### config.mk
export PLATFORM = sky130hd
export DESIGN_NAME = fmrt_store
export DESIGN_NICKNAME = d
export VERILOG_FILES = /design/src/fmrt_pkg.sv /design/src/fmrt_store.sv
export SDC_FILE = /design/constraint.sdc
export NUM_CORES = 1
export LEC_CHECK = 0
export CAP_MARGIN = 10
export CORE_AREA = 2 2 254 256
export DETAILED_ROUTE_END_ITERATION = 8
export DIE_AREA = 0 0 256 258
export DONT_BUFFER_PORTS = 1
export SKIP_CTS_REPAIR_TIMING = 1
export SLEW_MARGIN = 20
export SYNTH_ARGS = -nofsm -noshare
export SYNTH_HDL_FRONTEND = slang
export SYNTH_SLANG_ARGS = --single-unit
### constraint.sdc
create_clock -name clk -period 8.4 [get_ports clk]
set_input_delay 1.68 -clock clk [delete_from_list [all_inputs] [get_ports clk]]
set_output_delay 1.68 -clock clk [all_outputs]
set_load 0.05 [all_outputs]
### src/fmrt_pkg.sv
// ----------------------------------------------------------------------------
// Fixed-point matrix row transform package
// Word widths, matrix size, opcodes and the pipeline control bundle shared
// by the transform modules.
// ----------------------------------------------------------------------------
package fmrt_pkg;

	localparam int WORD_W    = 32;
	localparam int DIM       = 4;
	localparam int ROW_W     = $clog2(DIM);
	localparam int FRAC_BITS = 16;

	typedef logic signed [WORD_W-1:0] word_t;
	typedef word_t                    row_t [DIM];

	typedef enum logic [0:0] {
		OP_LOAD  = 1'b0,
		OP_XFORM = 1'b1
	} op_t;

	typedef struct packed {
		logic adv_s1;
		logic load_we;
		logic in_stall;
	} ctl_t;

endpackage

### src/fmrt_store.sv
// ----------------------------------------------------------------------------
// Stored right-hand matrix
// Register file of DIM rows, written one row per load item and presented to
// the lanes as columns.
// ----------------------------------------------------------------------------
module fmrt_store (
	input  logic                      clk,
	input  logic                      we,
	input  logic [fmrt_pkg::ROW_W-1:0] row_index,
	input  fmrt_pkg::row_t            row,
	output fmrt_pkg::row_t            col [fmrt_pkg::DIM]
);
	import fmrt_pkg::*;

	word_t mat_q [DIM][DIM];

	always_ff @(posedge clk) begin
		if (we) begin
			for (int k = 0; k < DIM; k++) begin
				mat_q[row_index][k] <= row[k];
			end
		end
	end

	always_comb begin
		for (int j = 0; j < DIM; j++) begin
			for (int k = 0; k < DIM; k++) begin
				col[j][k] = mat_q[k][j];
			end
		end
	end

endmodule

==> flow_summary.json <==
{
  "status": "completed",
  "syn_area_um2": 15410,
  "drive_gt1_share_pct": 12.75,
  "wl_met1_mm": 11.14,
  "maxCapViolCount": 0,
  "clk_path_buf_depth": 3,
  "start_util_pct": 24.21,
  "largest_reg_flops": 512,
  "wire_per_inst_um": 22.79,
  "ctsRootBufferMaster": "clkbuf_16",
  "die-height_um": 258,
  "yosys_warnings": 0,
  "maxSlewViolCount": 0,
  "max_freq_mhz": 336.4,
  "cp_slowest_cell": "buf_4",
  "relSlewSlack_pct": 39.49,
  "fill_cells": 6229,
  "final_cell_mix": "edfxtp_1, clkbuf_16, clkinv_1",
  "grt_max_degree": 129,
  "grtUsageTotal_pct": 9.373,
  "top_register": "mat_q",
  "dr_total_vias": 5604,
  "met3_length_mm": 3.740,
  "io_buffers": 0,
  "fin_setup_tns_ns": 0,
  "min_to": "mat_q[2][35]",
  "antenna_found_initial": 3,
  "top_regs": "mat_q x512",
  "first_iter_violations": 693,
  "power_leakage_nw": 5.487,
  "crit_path_end_kind": "register",
  "clkSlewWorstSetupHoldPaths_ns": 0.07,
  "gp_congestion": 0.7749,
  "fin_nets": 704,
  "crit_required_ns": 8.59,
  "cts_tree": "done",
  "hold-path-cell-count": 0,
  "path_cells": "and3b_4, buf_4",
  "ys_seq_elements": 512,
  "fin_crit_ns": 2.973,
  "cp_max_fo": 54,
  "row_count": 93,
  "syn_avg_cell_area_um2": 29.87,
  "io_pins": 644,
  "yosysUniqueCellTypes": 4,
  "die-area_um2": 66050,
  "dp_hpwl_mm": 21.97,
  "die_x_um": 256,
  "period_share_pct": 35.39,
  "syn_nets": 648,
  "holdCritPathClass": "input port to register",
  "hold_viol": 0,
  "setup_violations": 0,
  "post-route-util_pct": 28.36,
  "ir_drop_mv": 0.1304,
  "critical_path_class": "input port to register",
  "postRouteAntennaNets": 0,
  "clock-sinks": 512,
  "topRoutingLayerUsed": "met5",
  "grt-ovfl-total": 0,
  "crit_buf_inv": 1,
  "setup.worst_path.start_class": "input port",
  "cp_top_family": "buffers and inverters",
  "met2_length_mm": 17.28,
  "critPathArrivalTime_ns": 3.16,
  "h-tree-depth": 2,
  "p_per_area_nw_per_um2": 305.6,
  "netlist_instances": 516,
  "cts_buffers": 47,
  "holdCritStartpoint": "row[35]",
  "grt_pass1_wl_mm": 44.75,
  "grt_pass1_vias": 5675,
  "drc": 0,
  "cpPeakStageDelay_ns": 0.69,
  "core_area_um2": 63650,
  "syn_to_final_growth_pct": 17.12,
  "max_slew.worst_pin.slew_ns": 0.9077,
  "cp.depth": 2,
  "vias_per_cell": 3.830,
  "rsz0062_at_grt": "no",
  "wl_mm": 33.35,
  "layout_commonest_cell": "edfxtp_1",
  "drtPass1Iterations": 4,
  "yosysSeqAreaShare_pct": 99.76
}
[where the power goes]
| part | internal (mW) | switching (mW) |
|---|---|---|
| clock | 1.18 | 0.872 |
| combinational | 0.00339 | 0.0408 |
| sequential | 2.96 | 0.459 |
[per-stage QoR]
| step | cell area (um^2) | hold slack, ns | total power [mW] | setup WS [ns] | std cells |
|---|---|---|---|---|---|
| 3_5_place_dp | 16560 | 1.779 | 3.523 | 4.814 | 1378 |
| 5_1_grt | 18040 | 1.154 | 5.690 | 5.356 | 1459 |
| 2_1_floorplan | 15410 | 1.779 | 3.483 | 1.232 | 516 |
| 3_3_place_gp | 16560 | 1.779 | 3.524 | 4.882 | 1378 |
| 6_report | 18050 | 1.200 | 5.517 | 5.427 | 1463 |
| 4_1_cts | 18040 | 1.147 | 5.584 | 5.401 | 1459 |
[cells in the mapped netlist]
library cell | instances | area share (%)
and3_2 | 1 | 0.049
and3b_1 | 2 | 0.11
edfxtp_1 | 512 | 100
nor3b_2 | 1 | 0.081
[routing by layer]
layer / GRT usage [%] / vias up
met2: 16.25 / 432
met3: 4.535 / 65
met5: 0 / -
met4: 4.272 / 2
met1: 9.549 / 2869
li1: - / 2236
[layout make-up]
type / instances / area [um^2] / area share (%)
timing repair buffer: 7 / 65.06 / 0.3604
tap: 855 / 1070 / 5.926
sequential: 512 / 15370 / 85.17
antenna: 4 / 10.01 / 0.05545
clock buffer: 53 / 1199 / 6.640
multi-input combinational: 4 / 55.05 / 0.3050
clock inverter: 28 / 277.8 / 1.539
[kinds of logic after synthesis]
group            synth area share [%]
flip-flops                      99.76
AND/OR/NAND/NOR                0.2436
[how the worst max path moves through the flow]
| stage | startpoint | to |
|---|---|---|
| after global placement | row_index[1] | mat_q[1][10] |
| after global routing | row_index[1] | mat_q[1][36] |
| after floorplan | row_index[0] | mat_q[0][0] |
| after detailed placement | row_index[1] | mat_q[1][10] |
| after CTS | mat_q[3][70] | col[262] |
| final | row_index[1] | mat_q[1][36] |
(Power assumes the default switching activity.)
