--- config.mk ---
export PLATFORM = sky130hd
export DESIGN_NAME = fmrt_merge
export DESIGN_NICKNAME = d
export VERILOG_FILES = /design/src/fmrt_pkg.sv /design/src/fmrt_merge.sv
export SDC_FILE = /design/constraint.sdc
export NUM_CORES = 1
export LEC_CHECK = 0
export BUFFER_PORTS_ARGS = -buffer_cell sky130_fd_sc_hd__buf_2
export CAP_MARGIN = 5
export CORE_MARGIN = 5
export CORE_UTILIZATION = 44
export CTS_BUF_LIST = sky130_fd_sc_hd__clkbuf_16
export DETAILED_ROUTE_END_ITERATION = 6
export PLACE_DENSITY_LB_ADDON = 0.05
export REMOVE_ABC_BUFFERS = 1
export SYNTH_ARGS = -nofsm -noshare
export SYNTH_HDL_FRONTEND = slang
export SYNTH_SLANG_ARGS = --single-unit
--- constraint.sdc ---
create_clock -name clk -period 20.7 [get_ports clk]
set_input_delay 2.07 -clock clk [delete_from_list [all_inputs] [get_ports clk]]
set_output_delay 2.07 -clock clk [all_outputs]
set_load 0.02 [all_outputs]
--- src/fmrt_pkg.sv ---
// ----------------------------------------------------------------------------
// Fixed-point matrix row transform package
// Word widths, matrix size, opcodes and the pipeline control bundle shared
// by the transform modules.
// ----------------------------------------------------------------------------
package fmrt_pkg;

	localparam int WORD_W    = 32;
	localparam int DIM       = 4;
	localparam int ROW_W     = $clog2(DIM);
	localparam int FRAC_BITS = 16;

	typedef logic signed [WORD_W-1:0] word_t;
	typedef word_t                    row_t [DIM];

	typedef enum logic [0:0] {
		OP_LOAD  = 1'b0,
		OP_XFORM = 1'b1
	} op_t;

	typedef struct packed {
		logic adv_s1;
		logic load_we;
		logic in_stall;
	} ctl_t;

endpackage

--- src/fmrt_merge.sv ---
// ----------------------------------------------------------------------------
// Result merge and flow control
// Collects the lane sums into the output register with the row tag and
// drives the stage valid bits and advance signals.
// ----------------------------------------------------------------------------
module fmrt_merge (
	input  logic                       clk,
	input  logic                       arst_n,
	input  logic                       in_valid,
	input  logic                       opcode,
	input  logic [fmrt_pkg::ROW_W-1:0] row_index,
	input  logic                       out_stall,
	input  fmrt_pkg::row_t             sum,
	output fmrt_pkg::ctl_t             ctl,
	output logic                       out_valid,
	output logic [fmrt_pkg::ROW_W-1:0] out_row,
	output fmrt_pkg::row_t             res
);
	import fmrt_pkg::*;

	logic             v_s1;
	logic [ROW_W-1:0] tag_s1;
	logic             out_valid_q;
	logic [ROW_W-1:0] out_row_q;
	word_t            res_q [DIM];
	logic             adv_out;
	logic             adv_s1;
	logic             accept;

	assign adv_out = !out_valid_q || !out_stall;
	assign adv_s1  = !v_s1 || adv_out;
	assign accept  = in_valid && adv_s1;

	assign ctl.adv_s1   = adv_s1;
	assign ctl.load_we  = accept && (opcode == OP_LOAD);
	assign ctl.in_stall = !adv_s1;

	always_ff @(posedge clk or negedge arst_n) begin
		if (!arst_n) begin
			v_s1        <= 1'b0;
			out_valid_q <= 1'b0;
		end else begin
			if (adv_s1) begin
				v_s1 <= accept && (opcode == OP_XFORM);
			end
			if (adv_out) begin
				out_valid_q <= v_s1;
			end
		end
	end

	always_ff @(posedge clk) begin
		if (adv_s1) begin
			tag_s1 <= row_index;
		end
		if (adv_out && v_s1) begin
			out_row_q <= tag_s1;
			for (int j = 0; j < DIM; j++) begin
				res_q[j] <= sum[j];
			end
		end
	end

	assign out_valid = out_valid_q;
	assign out_row   = out_row_q;

	always_comb begin
		for (int j = 0; j < DIM; j++) begin
			res[j] = res_q[j];
		end
	end

endmodule

==> summary.txt <==
Synthesis
  • Synth Register Bits: 134
  • Cells taking the most area after synthesis: edfxtp_1 (97%), dfrtp_1 (1.2%), nor3b_2 (0.31%)
  • Area share of the largest cell type after synthesis: 97.3%
  • Seq/Total Area, Yosys: 98.6%
  • Leading area contributor after synthesis: edfxtp_1
  • Synthesized instance count: 142
  • Netlist cell types: 9
  • Synth Cell Area: 4070 sq um
  • Synthesized area per cell: 28.7 sq um
  • Synth warn: 0

Routing
  • Router iterations before antenna repair: 4
  • Initial detailed-routing violation count: 79
  • Remaining antenna violation count after routing: 0
  • Total wire length: 9650 um
  • WL/cell: 17.5 um
  • DR vias/cell: 4.44
  • Number of remaining DRC errors: 0
  • Vias: 2450

Global routing
  • Initial antenna violation count: 0
  • Global-route wire length before repair: 13900 um
  • Total grt overflow: 0
  • Vias in the first global route: 2498
  • Largest net degree at the start of global routing: 69
  • Total GRT Usage: 16.7%

Critical path
  • Data arrival, critical path: 2.71 ns
  • WP data required: 18.63 ns
  • Critical path endpoint: ctl[1]
  • Max stage delay on crit path: 0.19 ns
  • Worst setup startpoint: out_stall
  • Worst setup EP type: output port
  • Critical path class: input port to output port
  • Most used cell along the critical path: buf_2
  • Family with the most delay on the worst path: simple AND/OR/NAND/NOR gates
  • Crit path depth: 4
  • Worst Path Buf+Inv: 2
  • Worst setup SP type: input port
  • Crit-path cells: buf_2 > and3_4 > nor3b_2 > buf_2
  • R2R depth: 3
  • Reg2reg start: out_valid
  • Crit-path max FO: 3
  • Reg2Reg Setup Slack: 18.29 ns
  • FF-to-FF End: out_row[1]
  • Crit path max-delay cell type: and3_4

Finish
  • Fin util: 67.8%
  • Share of cells above drive strength 1: 68.7%
  • Area delta synth->final: 52.3%
  • Ant diodes: 0
  • Highest-count cells in the layout ignoring fill and taps: buf_2 (268), edfxtp_1 (132), clkbuf_16 (17), bufinv_16 (5)
  • FILL cells: 619
  • Most common cell after layout, fill and taps aside: buf_2
  • Nets@finish: 565

Placed design
  • Pre-CTS WS: 15.92 ns
  • HPWL after DPL: 7410 um
  • Port bufs: 268
  • RePlAce Congestion: 0.726

Pwr
  • Lkg Pwr: 2.67 nW
  • VDD IR max: 0.0695 mV
  • Total Power: 0.696 mW
  • Pwr per Cell Area: 112 nW/um^2

Die
  • FP Rows: 35
  • Chip width: 106 um
  • Die ar.: 11300 sq um
  • Die Span Y: 106 um
  • Starting Density: 44.5%
  • Core area: 9150 sq um
  • IO Pins: 269

STA
  • Final hold slack: 0.425 ns
  • Max-slew violations: 0
  • Relative slew margins: 45.3%
  • Fmax: 209 MHz
  • Hold Vio Cnt, Final: 0
  • Setup ws final: 15.92 ns
  • Skew final: 0.0113 ns
  • Total Neg Setup Slack: 0 ns
  • Worst-margin pin slew: 0.820 ns
  • Final setup violation count: 0
  • Fraction of the cycle the final worst path needs: 23.1%
  • RSZ-0062 raised after global routing: false
  • Crit path time final: 4.78 ns

CTS
  • CTS HTree Levels: 4
  • TritonCTS buffer count: 17
  • CTS Hold Buffers Added: 0
  • Resize count post-CTS: 0
  • Worst-Skew Late Latency: 0.39 ns
  • CTS tree: done
  • Clock buffer depth: 2
  • TritonCTS Sinks: 134
  • Clk slew on worst S/H paths: 0.05 ns
  • Setup Fix Bufs, Post-CTS: 0
  • Root buf cell: clkbuf_16

Run
  • Max Cap Violations: 0

Outcome
  • Status: finished, final reports clean

Hold path
  • Min-Delay Path Class: flop to flop
[worst min-delay path by stage]
stage	start	endpoint	slack [ns]	depth (start not counted)
6_report	tag_s1[0]	out_row[0]	0.43	0
5_1_grt	tag_s1[0]	out_row[0]	0.44	0
4_1_cts	tag_s1[0]	out_row[0]	0.42	0
3_5_place_dp	tag_s1[0]	out_row[0]	0.41	0
3_3_place_gp	tag_s1[1]	out_row[1]	0.40	0
2_1_floorplan	tag_s1[0]	out_row[0]	0.40	0
[cell usage after synthesis]
| master | instances |
|---|---|
| nand2_1 | 2 |
| and3_4 | 1 |
| dfrtp_1 | 2 |
| inv_1 | 1 |
| a21o_2 | 1 |
| edfxtp_1 | 132 |
| a21boi_0 | 1 |
| buf_4 | 1 |
| nor3b_2 | 1 |
[cell families after synthesis]
logic type             after synthesis  share of synthesized area [%]
and+or+nand+nor                      4                          0.768
buffers and inverters                2                          0.276
DFF                                134                           98.6
AOI/OAI and AO/OA                    2                          0.399
[report_power, final]
group / leakage (nW) / switching (mW) / internal (mW)
combinational: 1.09 / 0.0370 / 0.0195
sequential: 1.26 / 0.00374 / 0.319
clock: 0.311 / 0.104 / 0.213
[area by class of cell]
cell class | count | area (sq um) | share of cell area [%]
inverters | 1 | 3.75 | 0.0605
multi-input cells | 6 | 58.8 | 0.948
repair buffers | 270 | 1360 | 21.9
clock inverters | 13 | 206 | 3.33
flip-flops and latches | 134 | 4010 | 64.7
clock buffers | 17 | 425 | 6.86
well taps | 111 | 139 | 2.24
[flip-flops by register name (all words and copies together) (netlist names)]
name,cells
tag_s1,2
out_valid,1
v_s1,1
res_q,128
out_row,2
[stage by stage]
step           std cells  area (sq um)
6_report             552          6200
3_3_place_gp         522          5570
3_5_place_dp         522          5570
5_1_grt              552          6200
4_1_cts              552          6200
2_1_floorplan        141          4070
[routing by layer]
layer / global-route usage, % / up-vias / routed length, um
li1: - / 1154 / -
met1: 17.1 / 1151 / 3300
met2: 29.9 / 140 / 5200
met3: 7.77 / 5 / 1080
met4: 5.83 / 0 / 60
met5: 0 / - / 0
No activity file was read; power rests on OpenSTA's default activity.
